<file path="src/hdl/atm_pkg.sv">
// ----------------------------------------------------------------------------
// atm_pkg - shared types and helpers for the at-mention scanner
// Result record, push bundle, default parameters, byte classes and the
// keyword tables used to tell here/channel/everyone mentions apart.
// ----------------------------------------------------------------------------
package atm_pkg;

  // Default parameter values
  localparam int NAME_MAX_DEF    = 64;
  localparam int OFFSET_BITS_DEF = 16;

  // Fixed field widths
  localparam int START_W = 16;
  localparam int LEN_W   = 7;
  localparam int KIND_W  = 2;
  localparam int TOTAL_W = 16;
  localparam int LIMIT_W = 16;

  // Result queue depth (power of two)
  localparam int FIFO_DEPTH = 4;

  // Run length saturates here
  localparam logic [LEN_W-1:0] RUN_SAT = 7'd127;

  // Mention kinds
  localparam logic [KIND_W-1:0] KIND_USER     = 2'd0;
  localparam logic [KIND_W-1:0] KIND_HERE     = 2'd1;
  localparam logic [KIND_W-1:0] KIND_CHANNEL  = 2'd2;
  localparam logic [KIND_W-1:0] KIND_EVERYONE = 2'd3;

  // Keyword prefix flag bits
  localparam int FLAG_HERE     = 0;
  localparam int FLAG_CHANNEL  = 1;
  localparam int FLAG_EVERYONE = 2;

  // Byte codes
  localparam logic [7:0] CHAR_AT  = 8'h40;
  localparam logic [7:0] CHAR_DOT = 8'h2e;
  localparam logic [7:0] CHAR_UND = 8'h5f;
  localparam logic [7:0] CHAR_HYP = 8'h2d;

  // Keywords, left aligned in 64 bits, with their lengths
  localparam logic [63:0] KW_HERE     = {"here", 32'h0};
  localparam logic [63:0] KW_CHANNEL  = {"channel", 8'h0};
  localparam logic [63:0] KW_EVERYONE = "everyone";
  localparam logic [3:0]  KW_HERE_LEN     = 4'd4;
  localparam logic [3:0]  KW_CHANNEL_LEN  = 4'd7;
  localparam logic [3:0]  KW_EVERYONE_LEN = 4'd8;

  typedef struct packed {
    logic               is_summary;
    logic [START_W-1:0] mention_start;
    logic [LEN_W-1:0]   mention_length;
    logic [KIND_W-1:0]  mention_kind;
    logic [TOTAL_W-1:0] mention_total;
    logic               last_of_run;
  } atm_result_t;

  // Up to two results produced by one byte, in order
  typedef struct packed {
    logic [1:0]  count;
    atm_result_t first;
    atm_result_t second;
  } atm_push_t;

  function automatic logic is_name_byte(input logic [7:0] c);
    return (c inside {[8'h61:8'h7a], [8'h41:8'h5a], [8'h30:8'h39]}) ||
           (c inside {CHAR_DOT, CHAR_UND, CHAR_HYP});
  endfunction

  function automatic logic is_trim_byte(input logic [7:0] c);
    return c inside {CHAR_DOT, CHAR_UND, CHAR_HYP};
  endfunction

  function automatic logic [7:0] to_lower(input logic [7:0] c);
    return (c inside {[8'h41:8'h5a]}) ? c + 8'd32 : c;
  endfunction

  // True when byte c at name position pos breaks the keyword prefix
  function automatic logic kw_miss(input logic [63:0] word, input logic [3:0] word_len,
                                   input logic [LEN_W-1:0] pos, input logic [7:0] c);
    logic [2:0] idx;
    logic [7:0] want;
    idx  = pos[2:0];
    want = word[8*(7-int'(idx)) +: 8];
    return ({3'b000, word_len} > pos) && (to_lower(c) != want);
  endfunction

endpackage

</file>
<file path="src/hdl/atm_scanner.sv">
// ----------------------------------------------------------------------------
// atm_scanner - per-body mention tracking
// Holds the report limit and the per-body state, and on each accepted byte
// produces the zero, one or two results that byte causes.
// ----------------------------------------------------------------------------
module atm_scanner #(
  parameter int NAME_MAX    = atm_pkg::NAME_MAX_DEF,
  parameter int OFFSET_BITS = atm_pkg::OFFSET_BITS_DEF
) (
  input  logic                      clk,
  input  logic                      rst,
  input  logic                      cfg_we,
  input  logic [atm_pkg::LIMIT_W-1:0] cfg_data,
  input  logic                      acc,
  input  logic [7:0]                text_byte,
  input  logic                      end_of_body,
  output atm_pkg::atm_push_t        push
);
  import atm_pkg::*;

  logic [LIMIT_W-1:0]     report_limit;
  logic                   prev_was_name;
  logic                   in_mention;
  logic [START_W-1:0]     start_offset;
  logic [LEN_W-1:0]       run_length;
  logic [LEN_W-1:0]       trimmed_length;
  logic [2:0]             keyword_prefix_flags;
  logic [OFFSET_BITS-1:0] byte_position;
  logic [TOTAL_W-1:0]     found_count;

  logic                   nb;
  logic                   cont;
  logic                   start_new;
  logic                   finish;
  logic [LEN_W-1:0]       run_length_next;
  logic [LEN_W-1:0]       trimmed_length_next;
  logic [2:0]             keyword_prefix_flags_next;
  logic [LEN_W-1:0]       fin_len;
  logic [2:0]             fin_flags;
  logic                   kept;
  logic                   report;
  logic [TOTAL_W-1:0]     found_count_next;
  logic [KIND_W-1:0]      kind;
  atm_result_t            rep_res;
  atm_result_t            sum_res;

  // Classify the byte and extend the current name run
  always_comb begin
    nb        = is_name_byte(text_byte);
    cont      = in_mention && nb;
    start_new = !cont && (text_byte == CHAR_AT) && !prev_was_name;

    keyword_prefix_flags_next = keyword_prefix_flags;
    if (kw_miss(KW_HERE, KW_HERE_LEN, run_length, text_byte)) begin
      keyword_prefix_flags_next[FLAG_HERE] = 1'b0;
    end
    if (kw_miss(KW_CHANNEL, KW_CHANNEL_LEN, run_length, text_byte)) begin
      keyword_prefix_flags_next[FLAG_CHANNEL] = 1'b0;
    end
    if (kw_miss(KW_EVERYONE, KW_EVERYONE_LEN, run_length, text_byte)) begin
      keyword_prefix_flags_next[FLAG_EVERYONE] = 1'b0;
    end
    run_length_next     = (run_length < RUN_SAT) ? run_length + 1'b1 : run_length;
    trimmed_length_next = is_trim_byte(text_byte) ? trimmed_length : run_length_next;
  end

  // Close a mention: on a byte that ends the run, or on the final byte mid-run
  always_comb begin
    finish    = (in_mention && !cont) || (cont && end_of_body);
    fin_len   = cont ? trimmed_length_next : trimmed_length;
    fin_flags = cont ? keyword_prefix_flags_next : keyword_prefix_flags;
    kept      = finish && (fin_len != '0) && (fin_len < LEN_W'(NAME_MAX));
    report    = kept && (found_count < report_limit);
    found_count_next = (kept && !(&found_count)) ? found_count + 1'b1 : found_count;

    if (fin_flags[FLAG_HERE] && fin_len == LEN_W'(KW_HERE_LEN)) begin
      kind = KIND_HERE;
    end else if (fin_flags[FLAG_CHANNEL] && fin_len == LEN_W'(KW_CHANNEL_LEN)) begin
      kind = KIND_CHANNEL;
    end else if (fin_flags[FLAG_EVERYONE] && fin_len == LEN_W'(KW_EVERYONE_LEN)) begin
      kind = KIND_EVERYONE;
    end else begin
      kind = KIND_USER;
    end
  end

  // Assemble the results in order: mention report first, summary last
  always_comb begin
    rep_res                = '0;
    rep_res.mention_start  = start_offset;
    rep_res.mention_length = fin_len + 1'b1;
    rep_res.mention_kind   = kind;
    rep_res.last_of_run    = !end_of_body;

    sum_res               = '0;
    sum_res.is_summary    = 1'b1;
    sum_res.mention_total = found_count_next;
    sum_res.last_of_run   = 1'b1;

    push = '0;
    if (acc) begin
      if (report && end_of_body) begin
        push.count  = 2'd2;
        push.first  = rep_res;
        push.second = sum_res;
      end else if (report) begin
        push.count = 2'd1;
        push.first = rep_res;
      end else if (end_of_body) begin
        push.count = 2'd1;
        push.first = sum_res;
      end
    end
  end

  // Hold the limit and advance per-body state on each transfer
  always_ff @(posedge clk) begin
    if (rst) begin
      report_limit         <= '1;
      prev_was_name        <= 1'b0;
      in_mention           <= 1'b0;
      start_offset         <= '0;
      run_length           <= '0;
      trimmed_length       <= '0;
      keyword_prefix_flags <= '1;
      byte_position        <= '0;
      found_count          <= '0;
    end else begin
      if (cfg_we) begin
        report_limit <= cfg_data;
      end
      if (acc) begin
        if (end_of_body) begin
          prev_was_name        <= 1'b0;
          in_mention           <= 1'b0;
          start_offset         <= '0;
          run_length           <= '0;
          trimmed_length       <= '0;
          keyword_prefix_flags <= '1;
          byte_position        <= '0;
          found_count          <= '0;
        end else begin
          prev_was_name <= nb;
          found_count   <= found_count_next;
          if (!(&byte_position)) begin
            byte_position <= byte_position + 1'b1;
          end
          if (cont) begin
            run_length           <= run_length_next;
            trimmed_length       <= trimmed_length_next;
            keyword_prefix_flags <= keyword_prefix_flags_next;
          end else if (start_new) begin
            in_mention           <= 1'b1;
            start_offset         <= START_W'(byte_position);
            run_length           <= '0;
            trimmed_length       <= '0;
            keyword_prefix_flags <= '1;
          end else begin
            in_mention <= 1'b0;
          end
        end
      end
    end
  end

`ifndef SYNTH
  a_body_clears: assert property (@(posedge clk) disable iff (rst)
    acc && end_of_body |=> byte_position == '0 && found_count == '0 && !in_mention)
    else $error("per-body state not cleared after final byte");

  a_two_only_at_end: assert property (@(posedge clk) disable iff (rst)
    push.count == 2'd2 |-> end_of_body && !push.first.is_summary && push.second.is_summary)
    else $error("two results outside a final byte");

  a_no_push_idle: assert property (@(posedge clk) disable iff (rst)
    !acc |-> push.count == 2'd0)
    else $error("result pushed without a transfer");

  a_summary_on_end: assert property (@(posedge clk) disable iff (rst)
    acc && end_of_body |-> push.count != 2'd0)
    else $error("final byte gave no summary");
`endif

endmodule

</file>
<file path="src/hdl/atm_result_fifo.sv">
// ----------------------------------------------------------------------------
// atm_result_fifo - result queue
// Takes up to two results per cycle and hands them out one per transfer.
// Asks the scanner side to stall while fewer than two slots are free.
// ----------------------------------------------------------------------------
module atm_result_fifo (
  input  logic                 clk,
  input  logic                 rst,
  input  atm_pkg::atm_push_t   push,
  output logic                 full,
  output logic                 out_valid,
  input  logic                 out_stall,
  output atm_pkg::atm_result_t out_res
);
  import atm_pkg::*;

  localparam int PTR_W  = $clog2(FIFO_DEPTH);
  localparam int FILL_W = $clog2(FIFO_DEPTH + 1);

  atm_result_t         slots [FIFO_DEPTH];
  logic [PTR_W-1:0]    wptr;
  logic [PTR_W-1:0]    rptr;
  logic [FILL_W-1:0]   fill;
  logic [FILL_W-1:0]   fill_next;
  logic [PTR_W-1:0]    wptr_second;
  logic                pop;

  assign pop         = out_valid && !out_stall;
  assign out_valid   = fill != '0;
  assign out_res     = slots[rptr];
  assign full        = fill > FILL_W'(FIFO_DEPTH - 2);
  assign wptr_second = wptr + 1'b1;
  assign fill_next   = fill + FILL_W'(push.count) - FILL_W'(pop);

  // Write pushed results
  always_ff @(posedge clk) begin
    if (push.count != 2'd0) begin
      slots[wptr] <= push.first;
    end
    if (push.count == 2'd2) begin
      slots[wptr_second] <= push.second;
    end
  end

  // Advance pointers and fill level
  always_ff @(posedge clk) begin
    if (rst) begin
      wptr <= '0;
      rptr <= '0;
      fill <= '0;
    end else begin
      wptr <= wptr + PTR_W'(push.count);
      if (pop) begin
        rptr <= rptr + 1'b1;
      end
      fill <= fill_next;
    end
  end

`ifndef SYNTH
  a_no_overflow: assert property (@(posedge clk) disable iff (rst)
    fill <= FILL_W'(FIFO_DEPTH))
    else $error("result queue overflow");

  a_push_fits: assert property (@(posedge clk) disable iff (rst)
    push.count != 2'd0 |-> !full)
    else $error("push while queue is full");

  a_held_stays: assert property (@(posedge clk) disable iff (rst)
    out_valid && out_stall && push.count == 2'd0 |=> out_valid && $stable(out_res))
    else $error("stalled result changed");
`endif

endmodule

</file>
<file path="src/hdl/at_mention_scanner.sv">
// ----------------------------------------------------------------------------
// at_mention_scanner - streaming @mention finder
// Scans a message body byte by byte and reports mentions plus a summary.
// ----------------------------------------------------------------------------
// Takes one body byte per cycle while in_stall is low. Each byte produces
// zero or one mention report, and the final byte adds a summary with the
// kept-mention count, so a byte yields at most two results. Results leave
// one per cycle while out_stall is low, through a four-entry queue; in_stall
// rises whenever fewer than two queue slots are free, which a final byte's
// two results can cause even with out_stall low. report_limit may be
// written at any cycle while the block is idle; cfg_ready is always high.
module at_mention_scanner #(
  parameter int NAME_MAX    = atm_pkg::NAME_MAX_DEF,
  parameter int OFFSET_BITS = atm_pkg::OFFSET_BITS_DEF
) (
  input  logic                         clk,
  input  logic                         rst,
  input  logic                         cfg_valid,
  output logic                         cfg_ready,
  input  logic [atm_pkg::LIMIT_W-1:0]  cfg_data,
  input  logic                         in_valid,
  output logic                         in_stall,
  input  logic [7:0]                   text_byte,
  input  logic                         end_of_body,
  output logic                         out_valid,
  input  logic                         out_stall,
  output logic                         is_summary,
  output logic [atm_pkg::START_W-1:0]  mention_start,
  output logic [atm_pkg::LEN_W-1:0]    mention_length,
  output logic [atm_pkg::KIND_W-1:0]   mention_kind,
  output logic [atm_pkg::TOTAL_W-1:0]  mention_total,
  output logic                         last_of_run
);
  import atm_pkg::*;

  atm_push_t   push;
  atm_result_t out_res;
  logic        acc;

  assign cfg_ready = 1'b1;
  assign acc       = in_valid && !in_stall;

  atm_scanner #(
    .NAME_MAX    (NAME_MAX),
    .OFFSET_BITS (OFFSET_BITS)
  ) u_scanner (
    .clk         (clk),
    .rst         (rst),
    .cfg_we      (cfg_valid && cfg_ready),
    .cfg_data    (cfg_data),
    .acc         (acc),
    .text_byte   (text_byte),
    .end_of_body (end_of_body),
    .push        (push)
  );

  atm_result_fifo u_fifo (
    .clk       (clk),
    .rst       (rst),
    .push      (push),
    .full      (in_stall),
    .out_valid (out_valid),
    .out_stall (out_stall),
    .out_res   (out_res)
  );

  // Spread the queued result onto the output fields
  assign is_summary     = out_res.is_summary;
  assign mention_start  = out_res.mention_start;
  assign mention_length = out_res.mention_length;
  assign mention_kind   = out_res.mention_kind;
  assign mention_total  = out_res.mention_total;
  assign last_of_run    = out_res.last_of_run;

endmodule

</file>
<file path="config.mk">
export PLATFORM = sky130hd
export DESIGN_NAME = at_mention_scanner
export DESIGN_NICKNAME = d
export VERILOG_FILES = /design/src/hdl/atm_pkg.sv /design/src/hdl/atm_scanner.sv /design/src/hdl/atm_result_fifo.sv /design/src/hdl/at_mention_scanner.sv
export SDC_FILE = /design/constraint.sdc
export NUM_CORES = 1
export LEC_CHECK = 0
export BUFFER_PORTS_ARGS = -buffer_cell sky130_fd_sc_hd__buf_2
export CAP_MARGIN = 30
export CORE_MARGIN = 4
export CORE_UTILIZATION = 45
export CTS_CLUSTER_SIZE = 8
export DETAILED_ROUTE_END_ITERATION = 10
export GPL_ROUTABILITY_DRIVEN = 0
export HOLD_SLACK_MARGIN = 0.1
export SYNTH_ARGS = -nofsm -noshare
export SYNTH_HDL_FRONTEND = slang
export SYNTH_HIERARCHICAL = 1
export SYNTH_SLANG_ARGS = --single-unit
</file>
<file path="constraint.sdc">
create_clock -name clk -period 9.5 [get_ports clk]
set_input_delay 1.425 -clock clk [delete_from_list [all_inputs] [get_ports clk]]
set_output_delay 1.425 -clock clk [all_outputs]
set_load 0.01 [all_outputs]
</file>
---- Yosys cells after proc, flatten, opt, wreduce, memory -nomap -nowiden ----
Memory sizes are Yosys's and may differ from the RTL's. A register that Yosys moved wholly into a read port is not among the register bits.
Cells that the tools add are included.
word-level totals
  register bits after elaboration ......... 90
  bits in latches ......................... 0
  RAM bits ................................ 172
  bits in read-only memories .............. 0
  bits of input ports ..................... 30
  word-level logic and storage cells ...... 136
  memories ................................ 1
memories
  memory        depth  bits a word  rd ports  clocked after memory_dff  wr ports  RTL line               RTL
  u_fifo.slots  4      43           1         1                         2         atm_result_fifo.sv:20  atm_result_t slots [FIFO_DEPTH];
operators by class
  add/subtract/negate cells ............... 11
  multipliers ............................. 0
  div/mod/pow operators ................... 0
  $lt $le $gt $ge ......................... 13
  equality and inequality tests ........... 13
  shift operators ......................... 3
  mux-type cells .......................... 41
  bitwise gates (word level) .............. 0
  reduce and logical (&&, ||, !) cells .... 42
operators by type and width
  kind                      number
  $shiftx 64x32->8 const A  3
  $mux 16                   7
  $mux 45                   2
  $mux 88                   1
  $mux 7                    8
  $mux 44                   1
  $mux 43                   1
  $add 16x1->16 const B     2
  $reduce_and 16->1         2
  $ne 8x8->1                3
  $logic_and 1x1->1         21
  $eq 8x6->1 const B        2
  $eq 8x7->1 const B        2
  $ge 8x7->1 const B        2
  $le 8x7->1 const B        2
  $lt 16x16->1              1
  $add 7x1->7 const B       2
  $eq 7x3->1 const B        2
  $gt 3x7->1 const A        2
  $lt 7x7->1 const B        2
  $mux 3                    4
  $reduce_bool 3->1         4
  $mux 1                    11
  $mux 2                    5
  other kinds (20)          31

---- Logic depth before layout (Yosys ltp) ----
Gate-level depths: netlist of the first run.
  word-level depth ........................ 19
  mapped depth ............................ 29
  mapped depth without buffers ............ 22

---- Hierarchy ----
Netlist of the first run, hierarchy kept.
by module, submodules not included
  module              times used  cells each  area each (um2)
  atm_result_fifo     1           469         8745.9
  atm_scanner         1           781         5893.2
  at_mention_scanner  1           3           25.0

---- Worst setup path after synthesis of the first run ----
OpenSTA, ideal clock, no wires.
  path type ............................... input-to-reg
  start point ............................. input text_byte[2]
  end point ............................... memory u_fifo/slots[0][0] (netlist bit), enable pin
  library setup time ...................... 0.508 ns
  data arrival time ....................... 8.572 ns
  slack ................................... 0.421 ns
  stages .................................. 23
  buffers on the path ..................... 7
  cells stage by stage .................... buf_2 > or3b_1 > o22ai_2 > o21ai_2 > a211oi_2 > buf_2 > buf_1 > nor2_1 > a31oi_1 > inv_1 > ha_1 > o2111ai_1 > mux2_4 > buf_4 > buf_2 > and4_1 > ha_1 > nand2_1 > clkbuf_1 > inv_1 > buf_4 > nor2_1 > o31ai_1
RTL lines
  element      RTL line                  RTL
  from (decl)  at_mention_scanner.sv:23  input logic [7:0] text_byte,
  to (decl)    atm_result_fifo.sv:20

==> results.md, run 1 <==
- Leakage: 0.006094 µW
- Worst hold path endpoint: u_scanner/keyword_prefix_flags[1]
- Iter 0 DRT Violations: 512
- Avg Cell Area, Syn: 11.70 µm²
- Hold path start: u_scanner/keyword_prefix_flags[1]
- Setup_tns: 0 ns
- Routed WL: 33.54 mm
- Vias: 9677
- Core Footprint: 31880 µm²
- Ratio of cells with drive above 1 in the final layout: 0.2817
- Initial antenna violation count: 0
- Post-synth top cells: mux2_2 (173), edfxtp_1 (172), nor2_1 (119)
- First-pass GRT wire length: 54.42 mm
- WL/cell: 19.07 µm
- DIE HEIGHT: 188.5 µm
- Yosys cell types: 76
- Fin crit share: 0.7385
- Synth Area in Compound Gates: 0.07875
- Run status: complete, no violations
- Cts bufs inserted: 38
- PostCTS Resize Cnt: 0
- Maximum VDD drop: 0.1110 mV
- N_diodes: 0
- Synth Area in XOR/XNOR: 0.02747
- DRC violations left: 0
- Final Hold Fails: 0
- CP arrival: 7.27 ns
- Number of port buffers: 74
- Worst hold slack: 0.4824 ns
- Crit path kind: in -> reg
- Mapped Cells: 1253
- Vias in the first global route: 9772
- Cell depth of the worst hold path: 2
- IO Pins: 76
- Critical R2R Capture: u_fifo/slots[3][25]
- Nets@finish: 1368
- Site Rows: 65
- Flops & latches, synth: 264
- Reg2reg setup slack: 3.04 ns
- Worst rel slew slack: 0.3910
- Top-count cell post-synth: mux2_2
- Worst-margin pin slew: 0.9113 ns
- CTS root buf: clkbuf_16
- Clock Latency Late Sink: 0.51 ns
- Setup bufs post-CTS: 0
- Largest net degree at the start of global routing: 44
- Die width: 188.5 µm
- Htree depth: 2
- Number of enable flip-flop cells after synthesis: 172
- Clk sinks: 264
- Achievable frequency: 142.5 MHz
- Max-slew violations: 0
- Mux share of post-synthesis cell area: 0.2087
- Clock skew: 0.01231 ns
- Hold-fix buffers, CTS: 0
- Min Tclk post-route: 7.016 ns
- Worst-path clk slew: 0.05 ns
- FFs w/ async S/R, synth: 0
- Synth area leaders: edfxtp_1 (35%), mux2_2 (13%), dfxtp_1 (13%)
- Adder-Cell Fraction of Synth Area: 0.03123
- Synthesized area: 14660 µm²
- Worst Setup Start Kind: primary input
- Worst reg-to-reg path cell count: 14
- CTS tree: yes
- Worst r2r src: u_scanner/run_length[0]
- GRT overflow: 0
- Max Cap Viol: 0
- Antenna Nets Post-Route: 0
- Setup violators final: 0
- Post-synthesis sequential area ratio: 0.4778
- First-pass iteration count of the detailed router: 5
- Max Root-Sink Buffers: 3
- GRT Overall Usage: 0.1884
- Util after Layout: 0.5127
- Cell area after layout: 16350 µm²
- Unrepaired setup endpoints after global routing: no
- Main combinational cell family by area after synthesis: multiplexers
- Synth top area share: 0.3522
- Placement Cell Area: 15250 µm²
- PwrDens: 181.1 nW/µm²
- Post-synth top area cell: edfxtp_1
- DP HPWL: 21.70 mm
- Primary FF master, synth: edfxtp_1
- Hold WC Path Type: reg -> reg
- CP Max Fanout: 26
- Syn-to-layout area delta: 11.47%
- Yosys Warn Count: 6
- Vias/cell: 5.501
- Crit. End Element: register
- Simple-gate share of the synthesized area: 0.1227
- Full die area: 35540 µm²
- Starting density of the core: 0.4600
- Crit path required time: 9.75 ns
## worst max-delay path, stage by stage
cell and delay [ns]:
buf_2 0.22, or3b_1 0.42, o22ai_2 0.29, o21ai_2 0.14
a211oi_2 0.23, buf_4 0.27, nor2_1 0.06, a31oi_1 0.26
inv_1 0.09, ha_1 0.24, o2111ai_1 0.10, mux2_4 0.35
and4_1 0.25, ha_1 0.18, nand2_1 0.43, inv_1 0.52
nand2b_2 0.20, nor2_4 0.75, buf_4 0.42, mux2_2 0.37
## through the flow
stage	cells	power [µW]	worst slack (ns)
after global placement	1694	1755	2.087
after floorplan	1277	1622	0.4208
final	1759	2961	2.484
after CTS	1758	2994	2.547
after global routing	1759	3094	2.026
after detailed placement	1696	1758	2.057
## kinds of logic (layout without fill, tap and decap cells)
family | after synthesis | in the layout
adder cells (fa/ha/maj) | 36 | 36
multiplexers | 229 | 229
other | 2 | 26
AND/OR/NAND/NOR | 353 | 353
AO/OA/AOI/OAI | 174 | 174
XOR/XNOR | 46 | 46
flip-flops | 264 | 264
buffers and inverters | 149 | 196
## layout make-up
class / instances / area, µm²
Clock inverter: 1 / 8.758
Sequential cell: 264 / 7012
Tap cell: 435 / 544.3
Timing Repair Buffer: 93 / 550.5
Inverter: 41 / 153.9
Fill cell: 2849 / 15530
Multi-Input combinational cell: 864 / 7018
Clock buffer: 61 / 1059
## power by group
| group | internal, µW | total, µW | leakage [µW] | switching, µW |
|---|---|---|---|---|
| Sequential | 1270 | 1300 | 0.00231 | 34.7 |
| Clock | 753 | 1220 | 0.000511 | 471 |
| Combinational | 197 | 436 | 0.00327 | 239 |
| Total | 2220 | 2960 | 0.00609 | 744 |
## routing by layer
layer | track usage | up-vias | share of wire
li1 | - | 4753 | -
met1 | 0.2730 | 4693 | 0.48
met2 | 0.3026 | 196 | 0.46
met3 | 0.03057 | 35 | 0.044
met4 | 0.03812 | 0 | 0.014
met5 | 0 | - | 0
## registers in the layout, indices dropped and copies added, names as in the netlist, named ones only
register,cells
u_fifo/fill,3
u_fifo/rptr,2
u_fifo/slots,172
u_fifo/wptr,2
u_scanner/byte_position,16
u_scanner/found_count,16
u_scanner/in_mention,1
u_scanner/keyword_prefix_flags,3
u_scanner/prev_was_name,1
u_scanner/report_limit,16
u_scanner/run_length,7
u_scanner/start_offset,16
u_scanner/trimmed_length,7
## layout by cell type, fill, tap and decap left out, types with 35 or more instances in the layout
cell / instances
mux4_2: 43
edfxtp_1: 172
nor2_1: 118
clkbuf_16: 39
dfxtp_1: 90
inv_1: 41
mux2_2: 173
nand2_1: 62
buf_2: 75
ha_1: 35
a21oi_1: 43
## how the worst max path moves through the flow
stage | start | end | slack, ns | cells past startpoint
2_1_floorplan | text_byte[2] | u_fifo/slots[0][0] | 0.42 | 23
3_3_place_gp | text_byte[3] | u_fifo/slots[0][27] | 2.09 | 20
3_5_place_dp | text_byte[3] | u_fifo/slots[3][22] | 2.06 | 20
4_1_cts | text_byte[3] | u_fifo/slots[3][22] | 2.55 | 20
5_1_grt | text_byte[3] | u_fifo/slots[3][32] | 2.03 | 20
6_report | text_byte[3] | u_fifo/slots[3][25] | 2.48 | 20
Power figures use the tool's default switching activity.
==> run 2: changes to the inputs <==
==> constraint.sdc (replaced) <==
create_clock -name clk -period 7.06 [get_ports clk]
set_input_delay 1.059 -clock clk [delete_from_list [all_inputs] [get_ports clk]]
set_output_delay 1.059 -clock clk [all_outputs]
set_load 0.01 [all_outputs]
==> run 2 against run 1 <==
  * Core utilization is 0.20 points higher
  * Setup slack worse by 1.2 ns
  * Global-route usage is 0.20 points higher
  * Via count is 1.8% higher
  * Non-clock buffer count is 5 higher
  * Power is 35% higher
  * Final cell count is 0.51% higher
  * Combinational power is 39% higher
  * Final area is 0.39% higher
  * First-iteration DRC count is 29% higher
  * Register-to-register slack worse by 1.4 ns
  * Clock power is 37% higher
  * Highest routed layer unchanged
==> results.md, run 2 (synthesized netlist as in run 1, its figures left out) <==
- CP arrival: 5.91 ns (-1.36 ns)
- Clock Latency Late Sink: 0.52 ns (about the same)
- CTS root buf: clkbuf_16
- Worst Setup Start Kind: primary input
- Cts bufs inserted: 38 (unchanged)
- WL/cell: 19.23 µm (+0.86%)
- DRC violations left: 0 (unchanged)
- CP Max Fanout: 32 (+23%)
- Crit. End Element: register
- IO Pins: 76 (unchanged)
- Starting density of the core: 0.4600 (unchanged)
- GRT overflow: 0 (unchanged)
- Commonest non-fill, non-tap cells in the layout: mux2_2 (173), edfxtp_1 (172), nor2_1 (118)
- Fin crit share: 0.8172
- Setup violators final: 0 (unchanged)
- Cell depth of the worst hold path: 2 (unchanged)
- DIE HEIGHT: 188.5 µm (unchanged)
- PwrDens: 244.3 nW/µm² (+35%)
- Initial antenna violation count: 0 (unchanged)
- Top reg by flops: u_fifo/slots
- Routed WL: 34.00 mm (+1.4%)
- Max Root-Sink Buffers: 3 (unchanged)
- Nets@finish: 1373 (+0.37%)
- Die width: 188.5 µm (unchanged)
- GRT Overall Usage: 0.1904 (+0.002010)
- Maximum VDD drop: 0.1662 mV (+50%)
- Crit path required time: 7.20 ns (-2.55 ns)
- Worst reg-to-reg path cell count: 17 (+3)
- PostCTS Resize Cnt: 0 (unchanged)
- Clk sinks: 264 (unchanged)
- Util after Layout: 0.5147 (+0.002001)
- Site Rows: 65 (unchanged)
- Largest net degree at the start of global routing: 44 (unchanged)
- Worst-path clk slew: 0.05 ns (about the same)
- Vias/cell: 5.574 (+1.3%)
- Achievable frequency: 173.3 MHz
- Antenna Nets Post-Route: 0 (unchanged)
- Hold WC Path Type: reg -> reg
- Vias: 9854 (+1.8%)
- Run status: complete, no violations
- Worst rel slew slack: 0.3493 (-0.04172)
- Syn-to-layout area delta: 11.90%
- Setup bufs post-CTS: 0 (unchanged)
- Iter 0 DRT Violations: 659 (+29%)
- Core Footprint: 31880 µm² (unchanged)
- Hold-fix buffers, CTS: 0 (unchanged)
- Min Tclk post-route: 5.770 ns
- Most common cell after layout, fill and taps aside: mux2_2
- Crit path kind: in -> reg
- Vias in the first global route: 9852 (+0.82%)
- CTS tree: yes
- Leakage: 0.006125 µW (+0.52%)
- Final Hold Fails: 0 (unchanged)
- Max Cap Viol: 0 (unchanged)
- Max-slew violations: 0 (unchanged)
- First-pass GRT wire length: 54.96 mm (+0.99%)
- Full die area: 35540 µm² (unchanged)
- Worst hold slack: 0.4771 ns (-0.005347 ns)
- Clock skew: 0.01470 ns (+0.002389 ns)
- N_diodes: 0 (unchanged)
- Htree depth: 2 (unchanged)
- Ratio of cells with drive above 1 in the final layout: 0.2843 (+0.002599)
- Number of port buffers: 74 (unchanged)
- Unrepaired setup endpoints after global routing: no
- Max reg flops: 172 (unchanged)
- First-pass iteration count of the detailed router: 5 (unchanged)
- Worst-margin pin slew: 0.9734 ns (+0.06214 ns)
- DP HPWL: 21.68 mm (about the same)
[run 2: changes by cell type in the layout (fill, tap and decap cells not counted), sizes merged]
cell    delta
clkbuf     +3
buf        +5
inv        +1
[run 2: cell type report]
type                    count  area [µm²]
clock buffers              64        1070
clock inverters             2       28.78
fillers                  2824       15470
inverters                  41       153.9
multi-input cells         864        7018
flip-flops and latches    264        7009
well taps                 435       544.3
repair buffers             98       585.6
[run 2: per-layer routing]
layer | global-route usage | wire length [µm] | vias to the layer above | part of all wire
li1 | - | - | 4753 | -
met1 | 0.2737 | 16200 | 4814 | 0.48
met2 | 0.3064 | 15500 | 248 | 0.46
met3 | 0.03205 | 1816 | 39 | 0.053
met4 | 0.04064 | 477 | 0 | 0.014
met5 | 0 | 0 | - | 0
[run 2: report_power, final]
group          internal [µW]  switching, µW
clock                   1030            646
sequential              1700           27.0
combinational            259            347
total                   2990           1020
[run 2: path summary, 6_finish.rpt]
check	slack, ns	start	to
max	1.29	text_byte[3]	u_fifo/slots[1][1]
min reg2reg	0.48	u_scanner/keyword_prefix_flags[1]	u_scanner/keyword_prefix_flags[1]
max reg2reg	1.66	u_scanner/run_length[2]	u_fifo/slots[1][1]
min	0.48	u_scanner/keyword_prefix_flags[1]	u_scanner/keyword_prefix_flags[1]
[run 2: metrics by stage]
stage | setup TNS (ns) | cell area (µm²) | setup slack, ns | total power [µW] | std cells
after floorplan | -13.69 | 14770 | -0.3183 | 2181 | 1277
after global placement | 0 | 15310 | 0.9602 | 2370 | 1701
after detailed placement | 0 | 15310 | 0.8088 | 2374 | 1702
after CTS | 0 | 16410 | 1.312 | 4066 | 1768
after global routing | 0 | 16410 | 0.8947 | 4195 | 1768
final | 0 | 16410 | 1.290 | 4010 | 1768
[run 2: critical path, stage by stage]
cell and delay [ns]:
buf_2 0.21, or3b_1 0.41, o22ai_2 0.27, o21ai_2 0.13
a211oi_2 0.31, buf_4 0.25, nor2_1 0.06, a31oi_1 0.27
inv_1 0.08, ha_1 0.24, o2111ai_1 0.11, mux2_4 0.35
and4_1 0.25, ha_1 0.18, nand2_1 0.07, inv_1 0.34
and2b_1 0.22, a21oi_1 0.10, nor2_4 0.41, buf_4 0.52
==> run 3: changes to the inputs <==
--- a/config.mk
+++ b/config.mk
@@ -5,6 +5,7 @@
 export SDC_FILE = /design/constraint.sdc
 export NUM_CORES = 1
 export LEC_CHECK = 0
+export ABC_AREA = 1
 export BUFFER_PORTS_ARGS = -buffer_cell sky130_fd_sc_hd__buf_2
 export CAP_MARGIN = 30
 export CORE_MARGIN = 4
==> constraint.sdc (replaced) <==
create_clock -name clk -period 5 [get_ports clk]
set_input_delay 0.75 -clock clk [delete_from_list [all_inputs] [get_ports clk]]
set_output_delay 0.75 -clock clk [all_outputs]
set_load 0.01 [all_outputs]
==> run 3 against run 2 <==
  * Non-clock buffer count increased by 3
  * Worst hold slack got worse by 0.029 ns
  * Sequential share of layout area about the same
  * Register-to-register slack got worse by 0.81 ns
  * Via count increased by 21%
  * Global-route usage increased by 1.2 points
  * Die area increased by 0.82%
  * Critical path depth increased by 8
  * Largest power group unchanged
==> results.md, run 3 <==
- Run status: complete, no violations
- Slowest cell on crit path: ha_2
- Cts bufs inserted: 38 (unchanged)
- Number of enable flip-flop cells after synthesis: 172 (unchanged)
- Initial antenna violation count: 0 (unchanged)
- Post-synthesis sequential area ratio: 0.4737 (-0.004083)
- Hold WC Path Type: reg -> reg
- Primary FF master, synth: edfxtp_1
- Crit path kind: in -> reg
- Vias/cell: 5.150 (-7.6%)
- Crit path required time: 5.19 ns (-2.01 ns)
- Clock Latency Late Sink: 0.51 ns (about the same)
- Fillcell total: 3091 (+9.5%)
- Vias: 11960 (+21%)
- Top reg by flops: u_fifo/slots
- Full die area: 35830 µm² (+0.82%)
- Number of port buffers: 74 (unchanged)
- Starting density of the core: 0.4557 (-0.004228)
- IO Pins: 76 (unchanged)
- GRT overflow: 0 (unchanged)
- Min Tclk post-route: 4.214 ns
- Worst-margin pin slew: 0.8669 ns (-0.1065 ns)
- Mapped Cells: 1834 (+46%)
- Achievable frequency: 237.3 MHz
- Worst-path clk slew: 0.05 ns (about the same)
- Htree depth: 2 (unchanged)
- DP HPWL: 24.07 mm (+11%)
- Syn-to-layout area delta: 10.97%
- Util after Layout: 0.5057 (-0.008973)
- Max-slew violations: 0 (unchanged)
- DRC violations left: 0 (unchanged)
- Setup bufs post-CTS: 0 (unchanged)
- Commonest non-fill, non-tap cells in the layout: nand2_1 (366), o21ai_0 (217), inv_1 (183)
- DIE HEIGHT: 189.3 µm (+0.41%)
- Cell area after layout: 16410 µm² (about the same)
- Ratio of cells with drive above 1 in the final layout: 0.1202 (-0.1641)
- Vias in the first global route: 11480 (+16%)
- Fin crit share: 0.8428
- Final Hold Fails: 0 (unchanged)
- WL/cell: 15.58 µm (-19%)
- Flops & latches, synth: 264 (unchanged)
- Yosys cell types: 47 (-38%)
- Top-count cell post-synth: nand2_1
- Post-synth top area cell: edfxtp_1
- First-pass iteration count of the detailed router: 5 (unchanged)
- Max Cap Viol: 0 (unchanged)
- PostCTS Resize Cnt: 0 (unchanged)
- Buf/Inv on CP: 7 (+2)
- Avg Cell Area, Syn: 8.065 µm² (-31%)
- Leakage: 0.006211 µW (+1.4%)
- Unrepaired setup endpoints after global routing: no
- Core Footprint: 32450 µm² (+1.8%)
- CP arrival: 4.40 ns (-1.51 ns)
- Max Root-Sink Buffers: 3 (unchanged)
- Slowest cell delay on critical path: 0.30 ns (-0.22 ns)
- Setup violators final: 0 (unchanged)
- CP Max Fanout: 27 (-16%)
- Nets@finish: 1940 (+41%)
- GRT Overall Usage: 0.2020 (+0.01156)
- Worst Setup Start Kind: primary input
- Crit. End Element: register
- Yosys Warn Count: 6 (unchanged)
- CTS root buf: clkbuf_16
- Antenna Nets Post-Route: 0 (unchanged)
- Hold-fix buffers, CTS: 0 (unchanged)
- Site Rows: 66 (+1.5%)
- Synthesized area: 14790 µm² (+0.86%)
- Synth top area share: 0.3492 (-0.003009)
- Synth area leaders: edfxtp_1 (35%), dfxtp_1 (12%), nand2_1 (9.5%)
- Iter 0 DRT Violations: 824 (+25%)
- First-pass GRT wire length: 59.87 mm (+8.9%)
- PwrDens: 360.0 nW/µm² (+47%)
- FFs w/ async S/R, synth: 0 (unchanged)
- N_diodes: 0 (unchanged)
- Most common cell after layout, fill and taps aside: nand2_1
- Clk sinks: 264 (unchanged)
- Maximum VDD drop: 0.2051 mV (+23%)
- Setup_tns: 0 ns (unchanged)
- Placement Cell Area: 15410 µm² (+0.62%)
- Delay-heaviest family, CP: simple AND/OR/NAND/NOR gates
- Die width: 189.3 µm (+0.41%)
- CTS tree: yes
- Clock skew: 0.01676 ns (+0.002062 ns)
- Max reg flops: 172 (unchanged)
- Routed WL: 36.19 mm (+6.4%)
- Largest net degree at the start of global routing: 87 (+98%)
- Worst rel slew slack: 0.4221 (+0.07275)
- Post-synth top cells: nand2_1 (373), o21ai_0 (219), inv_1 (185)
-- run 3: cell types whose count changed in the layout (fill, tap and decap cells not counted), sizes merged, moves of 41 or more --
cell,previous run,this run
nand2,62,388
o21ai,32,320
mux2,178,0
inv,43,193
nor2,120,219
mux4,43,0
nand3,27,70
o22ai,2,43
-- run 3: worst paths after layout --
kind	from	end	slack, ns	cells after the start
hold reg to reg	u_scanner/keyword_prefix_flags[1]	u_scanner/keyword_prefix_flags[1]	0.45	2
setup / recovery	text_byte[1]	u_fifo/slots[1][17]	0.79	28
hold / removal	u_scanner/keyword_prefix_flags[1]	u_scanner/keyword_prefix_flags[1]	0.45	2
setup reg to reg	u_scanner/run_length[0]	u_fifo/slots[1][17]	0.85	23
-- run 3: area by class of cell --
class | count | area (µm²) | area share
repair buffers | 101 | 660.6 | 0.04025
clock buffers | 45 | 998.5 | 0.06083
clock inverters | 1 | 8.758 | 0.0005336
flip-flops and latches | 264 | 7008 | 0.4270
multi-input cells | 1276 | 6455 | 0.3933
inverters | 193 | 729.5 | 0.04444
well taps | 442 | 553.0 | 0.03369
-- run 3: per-stage QoR --
step	power, µW	cells	hold WS, ns	setup WS, ns
global route	6232	2322	0.4595	0.3603
floorplan	3304	1858	0.4188	0.008978
finish	5909	2322	0.4484	0.7859
detailed placement	3723	2276	0.4391	0.2656
CTS	5986	2322	0.4414	0.7859
global placement	3709	2276	0.4358	0.3700
-- run 3: where the power goes --
part / switching, µW / internal, µW / total [µW]
combinational: 829 / 383 / 1210
sequential: 38.4 / 2420 / 2460
clock: 863 / 1380 / 2240
-- run 3: cells by family (layout without fill, tap and decap cells) --
kind of cell / count (synthesis) / count (layout) / synth area share
compound gates: 458 / 458 / 0.1651
xor+xnor: 31 / 31 / 0.01836
fa+ha+maj: 36 / 36 / 0.03096
buf+inv: 318 / 340 / 0.09889
flops: 264 / 264 / 0.4737
other cells: 2 / 26 / 0.0005078
simple gates: 725 / 725 / 0.2124
-- run 3: worst reg2reg max path, delay by kind of cell (launching register included) --
kind / cells / cell delay (ns)
AOI/OAI and AO/OA: 2 / 0.26
adders and majority gates: 3 / 0.91
buffers and inverters: 5 / 0.84
DFF: 1 / 0.43
and+or+nand+nor: 13 / 1.40
-- run 3: routing by layer --
metal,track usage,up-vias,part of all wire
li1,-,6184,-
met1,0.2867,5494,0.48
met2,0.3312,237,0.46
met3,0.02655,43,0.040
met4,0.04925,0,0.016
met5,0,-,0
